$ cat config.mk
export PLATFORM = sky130hd
export DESIGN_NAME = char_lcd_4bit_write_sequencer
export DESIGN_NICKNAME = d
export VERILOG_FILES = /design/src/sv/lcdseq_pkg.sv /design/src/sv/lcdseq_front.sv /design/src/sv/lcdseq_queue.sv /design/src/sv/lcdseq_back.sv /design/src/sv/char_lcd_4bit_write_sequencer.sv
export SDC_FILE = /design/constraint.sdc
export NUM_CORES = 1
export LEC_CHECK = 0
export ABC_AREA = 1
export BUFFER_PORTS_ARGS = -buffer_cell sky130_fd_sc_hd__buf_2
export CORE_UTILIZATION = 35
export CTS_CLUSTER_SIZE = 12
export DETAILED_ROUTE_END_ITERATION = 16
export GPL_TIMING_DRIVEN = 0
export MAX_ROUTING_LAYER = met4
export PLACE_DENSITY = 0.52
export SKIP_LAST_GASP = 1
export SYNTH_ARGS = -nofsm -noshare
export SYNTH_HDL_FRONTEND = slang
export SYNTH_SLANG_ARGS = --single-unit
$ cat constraint.sdc
create_clock -name clk -period 3.1 [get_ports clk]
set_input_delay 0.155 -clock clk [delete_from_list [all_inputs] [get_ports clk]]
set_output_delay 0.155 -clock clk [all_outputs]
set_load 0.005 [all_outputs]
$ cat src/sv/lcdseq_pkg.sv
// ----------------------------------------------------------------------------
// lcdseq_pkg
// Shared types, register map and constants for the LCD write sequencer.
// ----------------------------------------------------------------------------
package lcdseq_pkg;

  // request kinds
  localparam logic [1:0] KIND_INIT   = 2'd0;
  localparam logic [1:0] KIND_CMD    = 2'd1;
  localparam logic [1:0] KIND_DATA   = 2'd2;
  localparam logic [1:0] KIND_CURSOR = 2'd3;

  // register indexes (byte address 4*index)
  localparam logic [1:0] REG_RS_SETUP = 2'd0;
  localparam logic [1:0] REG_EN_PULSE = 2'd1;
  localparam logic [1:0] REG_SETTLE   = 2'd2;
  localparam logic [1:0] REG_LONG_CMD = 2'd3;

  // register reset values
  localparam logic [9:0]  RST_RS_SETUP = 10'd1;
  localparam logic [9:0]  RST_EN_PULSE = 10'd5;
  localparam logic [13:0] RST_SETTLE   = 14'd50;
  localparam logic [13:0] RST_LONG_CMD = 14'd2000;

  // display commands
  localparam logic [7:0] CMD_CLEAR     = 8'h01;
  localparam logic [7:0] CMD_HOME      = 8'h02;
  localparam logic [7:0] CMD_FUNC_SET  = 8'h28;
  localparam logic [7:0] CMD_DISP_OFF  = 8'h08;
  localparam logic [7:0] CMD_ENTRY     = 8'h06;
  localparam logic [7:0] CMD_DISP_ON   = 8'h0C;
  localparam logic [7:0] CMD_SET_DDRAM = 8'h80;

  localparam logic [3:0] NIB_WAKE = 4'h3;
  localparam logic [3:0] NIB_4BIT = 4'h2;

  // fixed waits in microseconds
  localparam logic [15:0] POWER_UP_US     = 16'd50000;
  localparam logic [12:0] FIRST_NIBBLE_US = 13'd5000;
  localparam logic [12:0] LATER_NIBBLE_US = 13'd200;
  localparam logic [15:0] WAIT_MAX        = 16'hFFFF;

  localparam logic [2:0] BOOT_LAST = 3'd4;
  localparam logic [2:0] NIB_LAST  = 3'd7;
  localparam logic [2:0] SUB_LAST  = 3'd4;

  typedef struct packed {
    logic [1:0] kind;
    logic [7:0] value;
    logic [1:0] line;
    logic [6:0] column;
  } in_item_t;

  typedef struct packed {
    logic        rs_level;
    logic        enable_level;
    logic [3:0]  data_nibble;
    logic [15:0] wait_us;
    logic        last;
  } out_item_t;

  typedef struct packed {
    logic [9:0]  rs_setup_us;
    logic [9:0]  enable_pulse_us;
    logic [13:0] byte_settle_us;
    logic [13:0] long_command_us;
  } cfg_t;

  // classified request handed from front to back
  typedef struct packed {
    logic       is_init;
    logic       rs;
    logic [7:0] val;
  } job_t;

  typedef enum logic [1:0] {
    ST_IDLE,
    ST_POWER,
    ST_NIB,
    ST_BYTE
  } seq_state_t;

  function automatic logic [7:0] boot_cmd(input logic [2:0] idx);
    logic [7:0] c;
    unique case (idx)
      3'd0:    c = CMD_FUNC_SET;
      3'd1:    c = CMD_DISP_OFF;
      3'd2:    c = CMD_CLEAR;
      3'd3:    c = CMD_ENTRY;
      default: c = CMD_DISP_ON;
    endcase
    return c;
  endfunction

  function automatic logic [15:0] sat16(input logic [16:0] s);
    return s[16] ? WAIT_MAX : s[15:0];
  endfunction

endpackage

$ cat src/sv/lcdseq_front.sv
// ----------------------------------------------------------------------------
// lcdseq_front
// Classifies a request into a job: init flag, RS level and byte to send.
// ----------------------------------------------------------------------------
module lcdseq_front (
  input  lcdseq_pkg::in_item_t in_data,
  output lcdseq_pkg::job_t     job
);
  import lcdseq_pkg::*;

  logic [1:0] line_m1;
  logic [6:0] col_m1;
  logic [6:0] addr;

  // (line-1)*64 + (column-1), wrapped to 7 bits
  assign line_m1 = in_data.line - 2'd1;
  assign col_m1  = in_data.column - 7'd1;
  assign addr    = {line_m1[0], 6'd0} + col_m1;

  always_comb begin
    job = '0;
    unique case (in_data.kind)
      KIND_INIT: begin
        job.is_init = 1'b1;
      end
      KIND_CMD: begin
        job.val = in_data.value;
      end
      KIND_DATA: begin
        job.rs  = 1'b1;
        job.val = in_data.value;
      end
      KIND_CURSOR: begin
        job.val = CMD_SET_DDRAM | {1'b0, addr};
      end
      default: job = '0;
    endcase
  end

endmodule

$ cat src/sv/lcdseq_queue.sv
// ----------------------------------------------------------------------------
// lcdseq_queue
// Small job queue between front and back.
// ----------------------------------------------------------------------------
module lcdseq_queue #(
  parameter int DEPTH = 2
) (
  input  logic             clk,
  input  logic             rst_n,
  input  logic             wr_en,
  input  lcdseq_pkg::job_t wr_job,
  output logic             q_full,
  input  logic             rd_en,
  output lcdseq_pkg::job_t rd_job,
  output logic             q_valid
);
  import lcdseq_pkg::*;

  localparam int AW = (DEPTH > 1) ? $clog2(DEPTH) : 1;
  localparam int CW = $clog2(DEPTH + 1);

  job_t          mem [DEPTH];
  logic [AW-1:0] wr_ptr_r, wr_ptr_nxt;
  logic [AW-1:0] rd_ptr_r, rd_ptr_nxt;
  logic [CW-1:0] cnt_r, cnt_nxt;

  assign q_full  = (cnt_r == CW'(DEPTH));
  assign q_valid = (cnt_r != '0);
  assign rd_job  = mem[rd_ptr_r];

  always_comb begin
    wr_ptr_nxt = wr_ptr_r;
    rd_ptr_nxt = rd_ptr_r;
    cnt_nxt    = cnt_r;
    if (wr_en) begin
      wr_ptr_nxt = (wr_ptr_r == AW'(DEPTH - 1)) ? '0 : wr_ptr_r + 1'b1;
    end
    if (rd_en) begin
      rd_ptr_nxt = (rd_ptr_r == AW'(DEPTH - 1)) ? '0 : rd_ptr_r + 1'b1;
    end
    if (wr_en && !rd_en) begin
      cnt_nxt = cnt_r + 1'b1;
    end else if (rd_en && !wr_en) begin
      cnt_nxt = cnt_r - 1'b1;
    end
  end

  always_ff @(posedge clk) begin
    if (!rst_n) begin
      wr_ptr_r <= '0;
      rd_ptr_r <= '0;
      cnt_r    <= '0;
    end else begin
      wr_ptr_r <= wr_ptr_nxt;
      rd_ptr_r <= rd_ptr_nxt;
      cnt_r    <= cnt_nxt;
    end
  end

  always_ff @(posedge clk) begin
    if (wr_en) begin
      mem[wr_ptr_r] <= wr_job;
    end
  end

endmodule

$ cat src/sv/lcdseq_back.sv
// ----------------------------------------------------------------------------
// lcdseq_back
// Step sequencer: turns jobs into pin steps in an output register, one
// per cycle while that register is empty or being popped.
// ----------------------------------------------------------------------------
module lcdseq_back (
  input  logic                  clk,
  input  logic                  rst_n,
  input  lcdseq_pkg::cfg_t      cfg,
  input  logic                  job_valid,
  input  lcdseq_pkg::job_t      job,
  output logic                  job_pop,
  input  logic                  pop,
  output logic                  empty,
  output lcdseq_pkg::out_item_t out_data
);
  import lcdseq_pkg::*;

  seq_state_t  state_r, state_nxt;
  logic [2:0]  nib_r, nib_nxt;
  logic [2:0]  sub_r, sub_nxt;
  logic [2:0]  bcnt_r, bcnt_nxt;
  logic        init_r, init_nxt;
  logic        rs_r, rs_nxt;
  logic [7:0]  byte_r, byte_nxt;
  logic [3:0]  held_nib_r, held_nib_nxt;
  logic        out_valid_r, out_valid_nxt;
  out_item_t   out_r, out_nxt;

  logic        adv;
  logic        step_vld;
  out_item_t   step;
  logic        long_cmd;
  logic [12:0] nib_extra;
  logic [16:0] nib_sum;
  logic [16:0] byte_sum;

  assign adv      = !out_valid_r || pop;
  assign empty    = !out_valid_r;
  assign out_data = out_r;

  assign long_cmd  = !rs_r && (byte_r == CMD_CLEAR || byte_r == CMD_HOME);
  assign nib_extra = (nib_r == 3'd1) ? FIRST_NIBBLE_US : LATER_NIBBLE_US;
  assign nib_sum   = 17'(cfg.enable_pulse_us) + 17'(nib_extra);
  assign byte_sum  = 17'(cfg.enable_pulse_us) + 17'(cfg.byte_settle_us)
                   + (long_cmd ? 17'(cfg.long_command_us) : 17'd0);

  always_comb begin
    state_nxt = state_r;
    nib_nxt   = nib_r;
    sub_nxt   = sub_r;
    bcnt_nxt  = bcnt_r;
    init_nxt  = init_r;
    rs_nxt    = rs_r;
    byte_nxt  = byte_r;
    job_pop   = 1'b0;
    step_vld  = 1'b0;
    step      = '0;

    unique case (state_r)
      ST_IDLE: begin
        if (job_valid) begin
          job_pop   = 1'b1;
          init_nxt  = job.is_init;
          rs_nxt    = job.rs;
          byte_nxt  = job.val;
          sub_nxt   = '0;
          bcnt_nxt  = '0;
          nib_nxt   = '0;
          state_nxt = job.is_init ? ST_POWER : ST_BYTE;
        end
      end
      ST_POWER: begin
        if (adv) begin
          step_vld     = 1'b1;
          step.wait_us = POWER_UP_US;
          state_nxt    = ST_NIB;
        end
      end
      ST_NIB: begin
        if (adv) begin
          // even steps raise EN, odd steps drop it
          step_vld          = 1'b1;
          step.enable_level = !nib_r[0];
          step.data_nibble  = (nib_r[2:1] == 2'd3) ? NIB_4BIT : NIB_WAKE;
          step.wait_us      = nib_r[0] ? sat16(nib_sum)
                                       : 16'(cfg.enable_pulse_us);
          nib_nxt = nib_r + 3'd1;
          if (nib_r == NIB_LAST) begin
            state_nxt = ST_BYTE;
            sub_nxt   = '0;
            bcnt_nxt  = '0;
            rs_nxt    = 1'b0;
            byte_nxt  = boot_cmd(3'd0);
          end
        end
      end
      ST_BYTE: begin
        if (adv) begin
          step_vld       = 1'b1;
          step.rs_level  = rs_r;
          unique case (sub_r)
            3'd0: begin
              step.data_nibble = held_nib_r;
              step.wait_us     = 16'(cfg.rs_setup_us);
            end
            3'd1: begin
              step.enable_level = 1'b1;
              step.data_nibble  = byte_r[7:4];
              step.wait_us      = 16'(cfg.enable_pulse_us);
            end
            3'd2: begin
              step.data_nibble = byte_r[7:4];
              step.wait_us     = 16'(cfg.enable_pulse_us);
            end
            3'd3: begin
              step.enable_level = 1'b1;
              step.data_nibble  = byte_r[3:0];
              step.wait_us      = 16'(cfg.enable_pulse_us);
            end
            default: begin
              step.data_nibble = byte_r[3:0];
              step.wait_us     = sat16(byte_sum);
            end
          endcase
          if (sub_r == SUB_LAST) begin
            sub_nxt = '0;
            if (init_r && bcnt_r != BOOT_LAST) begin
              bcnt_nxt = bcnt_r + 3'd1;
              byte_nxt = boot_cmd(bcnt_r + 3'd1);
            end else begin
              step.last = 1'b1;
              state_nxt = ST_IDLE;
            end
          end else begin
            sub_nxt = sub_r + 3'd1;
          end
        end
      end
      default: state_nxt = ST_IDLE;
    endcase

    out_valid_nxt = out_valid_r;
    out_nxt       = out_r;
    held_nib_nxt  = held_nib_r;
    if (adv) begin
      out_valid_nxt = step_vld;
      if (step_vld) begin
        out_nxt      = step;
        held_nib_nxt = step.data_nibble;
      end
    end
  end

  always_ff @(posedge clk) begin
    if (!rst_n) begin
      state_r     <= ST_IDLE;
      nib_r       <= '0;
      sub_r       <= '0;
      bcnt_r      <= '0;
      init_r      <= 1'b0;
      rs_r        <= 1'b0;
      held_nib_r  <= '0;
      out_valid_r <= 1'b0;
    end else begin
      state_r     <= state_nxt;
      nib_r       <= nib_nxt;
      sub_r       <= sub_nxt;
      bcnt_r      <= bcnt_nxt;
      init_r      <= init_nxt;
      rs_r        <= rs_nxt;
      held_nib_r  <= held_nib_nxt;
      out_valid_r <= out_valid_nxt;
    end
  end

  always_ff @(posedge clk) begin
    byte_r <= byte_nxt;
    out_r  <= out_nxt;
  end

endmodule

$ cat src/sv/char_lcd_4bit_write_sequencer.sv
// ----------------------------------------------------------------------------
// char_lcd_4bit_write_sequencer
// Character LCD 4-bit write sequencer: requests in, timed pin steps out.
// ----------------------------------------------------------------------------
// Path to first pin step: job queue, back-end job fetch, output register.
// Throughput: one step per cycle while pop keeps the output free; a byte
//   request is one job fetch and 5 steps, an initialise request one fetch
//   and 34 steps, set by the step sequencer in the back end.
// Reset: synchronous, active low; clears queue, sequencer and output stage,
//   loads config defaults. No clearing pass.
module char_lcd_4bit_write_sequencer #(
  parameter int QUEUE_DEPTH = 2
) (
  input  logic                  clk,
  input  logic                  rst_n,
  // request side
  input  logic                  push,
  output logic                  full,
  input  lcdseq_pkg::in_item_t  in_data,
  // step side
  input  logic                  pop,
  output logic                  empty,
  output lcdseq_pkg::out_item_t out_data,
  // config port
  input  logic                  psel,
  input  logic                  penable,
  input  logic                  pwrite,
  input  logic [3:0]            paddr,
  input  logic [31:0]           pwdata,
  output logic [31:0]           prdata,
  output logic                  pready
);
  import lcdseq_pkg::*;

  cfg_t cfg_r, cfg_nxt;
  job_t front_job;
  job_t q_job;
  logic q_full;
  logic q_valid;
  logic q_pop;
  logic wr_en;

  // ---------------- config registers ----------------
  // pready tied high: every access completes in its access cycle
  assign pready = 1'b1;
  assign wr_en  = psel && penable && pwrite;

  always_comb begin
    cfg_nxt = cfg_r;
    if (wr_en) begin
      unique case (paddr[3:2])
        REG_RS_SETUP: cfg_nxt.rs_setup_us     = pwdata[9:0];
        REG_EN_PULSE: cfg_nxt.enable_pulse_us = pwdata[9:0];
        REG_SETTLE:   cfg_nxt.byte_settle_us  = pwdata[13:0];
        REG_LONG_CMD: cfg_nxt.long_command_us = pwdata[13:0];
        default:      cfg_nxt = cfg_r;
      endcase
    end
  end

  always_comb begin
    unique case (paddr[3:2])
      REG_RS_SETUP: prdata = 32'(cfg_r.rs_setup_us);
      REG_EN_PULSE: prdata = 32'(cfg_r.enable_pulse_us);
      REG_SETTLE:   prdata = 32'(cfg_r.byte_settle_us);
      REG_LONG_CMD: prdata = 32'(cfg_r.long_command_us);
      default:      prdata = '0;
    endcase
  end

  always_ff @(posedge clk) begin
    if (!rst_n) begin
      cfg_r.rs_setup_us     <= RST_RS_SETUP;
      cfg_r.enable_pulse_us <= RST_EN_PULSE;
      cfg_r.byte_settle_us  <= RST_SETTLE;
      cfg_r.long_command_us <= RST_LONG_CMD;
    end else begin
      cfg_r <= cfg_nxt;
    end
  end

  // ---------------- front: classify request ----------------
  lcdseq_front u_front (
    .in_data (in_data),
    .job     (front_job)
  );

  // ---------------- job queue ----------------
  // full comes straight from the queue, so requests keep landing while
  // the back end is busy emitting steps.
  assign full = q_full;

  lcdseq_queue #(
    .DEPTH (QUEUE_DEPTH)
  ) u_queue (
    .clk     (clk),
    .rst_n   (rst_n),
    .wr_en   (push && !q_full),
    .wr_job  (front_job),
    .q_full  (q_full),
    .rd_en   (q_pop),
    .rd_job  (q_job),
    .q_valid (q_valid)
  );

  // ---------------- back: step sequencer ----------------
  // One step per cycle into a single output register; a stalled pop
  // holds the step and freezes the sequencer.
  lcdseq_back u_back (
    .clk       (clk),
    .rst_n     (rst_n),
    .cfg       (cfg_r),
    .job_valid (q_valid),
    .job       (q_job),
    .job_pop   (q_pop),
    .pop       (pop),
    .empty     (empty),
    .out_data  (out_data)
  );

endmodule

After elaboration in Yosys (flattened, before gate mapping)
Memory sizes are Yosys's and may differ from the RTL's. A register that Yosys moved wholly into a read port is not among the register bits.
Index checks and enable logic that the tools add are counted.

storage, ports and cells
  flip-flop bits (word level) = 101
  bits in latches = 0
  bits in writable memories = 20
  ROM bits = 0
  bits of input ports = 62
  output and inout port bits = 58
  logic and storage cells = 166
  memories = 1

operators by class
  add/sub/neg operators = 13
  multipliers = 0
  divide/modulo/power cells = 0
  $lt $le $gt $ge = 0
  equal/unequal tests = 31
  shifts and indexed selects = 0
  multiplexer cells = 60
  bitwise logic cells = 0
  reduce and logical (&&, ||, !) cells = 40

memory list
  name         words  bits a word  rd ports  clocked after memory_dff  write ports  line                RTL
  u_queue.mem  2      10           1         1                         1            lcdseq_queue.sv:22  job_t mem [DEPTH];

operator list
  operator             number
  $pmux 32 s4          1
  $pmux 20 s3          1
  $mux 16              3
  $mux 8               6
  $pmux 16 s3          1
  $mux 3               9
  $pmux 6 s4           1
  $pmux 8 s3           1
  $mux 2               10
  $mux 1               18
  $pmux 3 s3           2
  $add 17x17->17       1
  $eq 2x2->1 const B   8
  $pmux 8 s2           1
  $add 10x14->15       1
  $add 10x13->14       1
  $mux 14              1
  $reduce_and 2->1     7
  $reduce_and 7->1     2
  $mux 13              1
  $eq 3x2->1 const B   4
  $ne 2x1->1 const B   6
  $pmux 5 s2           1
  $add 3x1->3 const B  3
  28 further kinds     54

Depth between registers and ports, before layout
  word-level depth = 8
  mapped depth = 19
  depth with buffers taken out = 19

Cells and area by module
A second synthesis with hierarchy kept.

unflattened totals
  cell total of the unflattened synthesis = 1,070
  area total of the unflattened synthesis = 8,021.4 µm²

by module, submodules not included
  module                         instances  cells an instance  area an instance (µm²)  seq. area each (µm²)
  lcdseq_back                    1          572                4,191.5                 1,291.2
  char_lcd_4bit_write_sequencer  1          357                2,408.6                 960.9
  lcdseq_queue                   1          66                 992.2                   700.7
  lcdseq_front                   1          75                 429.2                   0.0

Worst setup path after synthesis
OpenSTA, ideal clock, no wires.

  path kind = flip-flop to flip-flop
  start = register cfg_r[28] (netlist bit)
  end = register u_back.out_r, in the netlist u_back.out_data[12] (data pin)
  setup time = 0.254 ns
  arrival time = 2.638 ns
  data required time = 2.846 ns
  setup slack = 0.208 ns
  cell stages (with the launch flop) = 17
  buffers on the path = 0
  clock period less this slack = 2.892 ns
  path through = dfxtp_1 > ha_1 > fa_1 > nand3_1 > nand2_1 > a21oi_2 > inv_1 > a31oi_1 > xnor2_1 > ha_1 > nand2_1 > inv_1 > a21oi_1 > nand3_1 > a21oi_1 > xor2_1 > nor2_1

RTL lines
  item                      line                                 RTL
  start: declaration        char_lcd_4bit_write_sequencer.sv:35  cfg_t cfg_r, cfg_nxt;
  start signal: assignment  char_lcd_4bit_write_sequencer.sv:78  cfg_r <= cfg_nxt;
  end signal: assignment    lcdseq_back.sv:179                   out_r <= out_nxt;
  end: declaration          lcdseq_back.sv:28                    out_item_t out_r, out_nxt;

==> results.ini <==
[timing]
fin_crit_ps = 3020
max_freq_mhz = 331
rsz0062_at_grt = yes
fin_skew_ps = 13.2
tightest_slew_ps = 934
setup_viol = 0
hold_viol_final = 0
slew_headroom_pct = 37.5
finalCritPeriodShare_pct = 97.5
slew_violations = 0
whs_ps = 21.0

[synthesis]
ys_top_cells_by_count = nand2_1 (224), nor2_1 (124), inv_1 (109), a21oi_1 (78), o21ai_0 (74)
synth_area_leaders = edfxtp_1 (20%), dfxtp_1 (19%), nand2_1 (11%), ha_1 (9.0%), nor2_1 (6.1%)
ys_seq_elements = 122
synth_most_common_cell = nand2_1
synth_warnings = 0
synth_top_cell_by_area = edfxtp_1
async_reset_ff_share_pct = 0
synth_edf_count = 51
ys_types = 52
netlist.area_leader.share_pct = 20.0
synthFlopType = dfxtp_1
ys_seq_area_share_pct = 38.5
avgSynthCellArea_sq_um = 7.60
synth_area_sq_mm = 0.00767
synthCells = 1010

[power]
clkPwrFrac_pct = 28.7
power_frac_comb_pct = 36.0
p_switching_mw = 2.48
pwr-share-seq_pct = 35.3
power_mw = 6.51
powerDensity_mw_per_mm2 = 705
vdd_ir_drop_max_mv = 0.398
power.share.switching_pct = 38.2
p_leak_nw = 4.32
p_int_mw = 4.02

[outcome]
status = completed

[route]
viasPerCell = 4.78
via_count = 6816
drc = 0
wire_per_inst_microns = 15.1
first_pass_iters = 5
wirelength_microns = 21500
drt-initial-drc-count = 421
ant_nets = 0

[floorplanning]
core_area_sq_mm = 0.0213
die_h_microns = 150
start_util_pct = 36.1
die_w_microns = 150
rows = 53
dieArea_sq_mm = 0.0225
ios = 120

[layout]
final_cells = 1426
n_antenna_cell = 0
multiInputGateArea_sq_mm = 0.00412
regArea_sq_mm = 0.00297
fillCellCount = 2217
final_core_util_pct = 43.4
nNetsFinal = 1258
layout-drive-gt1-share_pct = 17.3
finish.instance_area_sq_mm = 0.00923
area_growth_pct = 20.3

[global_routing]
grtUsageTotal_pct = 20.6
grt_pass1_vias = 6271
grt_pass1_wl_microns = 33900
antenna_found_initial = 0
grt_max_degree = 32
overflow = 0

[place]
placed_area_sq_mm = 0.00849
dp_hpwl_microns = 16800
portBuffers = 79
post-place-cells = 1381
place.gp.congestion = 0.933

[cts]
worstSkewPairLatency_ps = 420
htreeDepth = 4
root_buffer = clkbuf_16
path_clk_slew_ps = 60
cts_tree = built
clk_path_buf_depth = 2
cts.sinks = 122
numCtsBuffers = 17

[critical_path]
critPathMaxFanout = 9
worstPathRequired_ps = 3260
setup.worst_path.end_class = flop
crit_arrival_ps = 3180
crit_path_start_kind = flop
crit_type = reg2reg

[worst_hold_path]
timing.hold.worst.class = in2reg

[run]
cap_violations = 0

## per-stage QoR
stage                     TNS, ps  worst slack [ps]
after floorplan                 0               208
after global placement      -6850              -248
after detailed placement    -1040              -221
after CTS                       0              2.10
after global routing         -225             -63.6
final                           0              77.3
## power by group through the flow
stage | sequential, mW | combinational, mW | clock [mW]
after global routing | 2.34 | 2.63 | 1.97
final | 2.30 | 2.34 | 1.87
after CTS | 2.30 | 2.33 | 1.90
after global placement | 2.34 | 2.30 | 0
after floorplan | 2.31 | 1.59 | 0
after detailed placement | 2.33 | 2.31 | 0
## layout by cell type (no fill, tap or decap), drive strengths merged, types with 3 or more instances in the layout
cell         instances
buf                119
fa                   3
nand4                5
xor2                13
o2111ai             11
clkinv               9
dlygate4sd3          4
mux2i                3
a31oi                5
a21oi               80
edfxtp              51
nand3               52
a211oi               3
conb                19
a21o                 5
dfxtp               71
nand2              228
xnor2                8
ha                  55
o311ai               3
o21ai               79
inv                119
o211ai               7
a22oi                8
nor2               133
clkbuf              38
## area by class of cell
cell class | count | share of cell area, %
Multi-Input combinational cell | 737 | 44.6
Sequential cell | 122 | 32.2
Timing Repair Buffer | 92 | 5.45
Inverter | 119 | 4.92
Clock buffer | 20 | 4.84
Tap cell | 275 | 3.73
Buffer | 49 | 3.18
Clock inverter | 12 | 1.07
## critical path, cell delays in order, from the launching register on
cell and delay (ps):
dfxtp_4 440, ha_2 330, a21oi_1 210, nand2_2 90
a21oi_2 160, inv_1 70, a31oi_2 140, xnor2_1 160
ha_1 300, nand2_1 120, inv_1 50, a21oi_2 150
nand3_2 120, nand2_2 100, nand3_2 80, nand2_2 80
nand2_1 50, nand2_1 50, nand2_1 50
## state kept, by name, indices dropped and copies added (netlist names), 3 cells and up, named ones only
| name | cells |
|---|---|
| u_back.out_data | 23 |
| u_back.held_nib_r | 4 |
| u_queue.mem | 20 |
| u_back.bcnt_r | 3 |
| u_back.nib_r | 3 |
| u_back.byte_r | 8 |
| cfg_r | 48 |
| u_back.sub_r | 3 |
## cells by family (layout without fill, tap and decap cells)
logic type / count (synthesis) / after routing / synth area share, %
adder cells (fa/ha/maj): 58 / 58 / 9.75
AND/OR/NAND/NOR: 425 / 425 / 23.1
flip-flops: 122 / 122 / 38.5
XOR/XNOR: 21 / 21 / 2.40
buffers and inverters: 168 / 292 / 9.75
AO/OA/AOI/OAI: 211 / 211 / 16.0
other: 2 / 19 / 0.0979
multiplexers: 3 / 3 / 0.391
## final timing paths
check / slack [ps] / from / cells after the start / endpoint
worst min-delay path: 20 / pwdata[1] / 3 / cfg_r[15]
worst max-delay path: 80 / cfg_r[31] / 18 / u_back.out_data[10]
worst min register to register: 450 / u_queue.rd_ptr_r / 1 / flop
worst max register to register: 80 / cfg_r[31] / 18 / u_back.out_data[10]
## layer usage
metal | track usage [%] | vias up | wire (microns)
li1 | - | 3573 | -
met1 | 29.8 | 3053 | 11300
met2 | 29.4 | 172 | 9020
met3 | 2.71 | 18 | 872
met4 | 6.77 | 0 | 301
met5 | - | - | 0
## what timing repair did
action                                  4_1_cts  5_1_grt
setup buffers                                 2        7
hold buffers                                  4        0
pin swaps                                     6       17
endpoints found under the hold margin         5        0
resized for setup                            10       20
endpoints found under the setup margin        8        8
No activity file was read; power rests on OpenSTA's default activity.
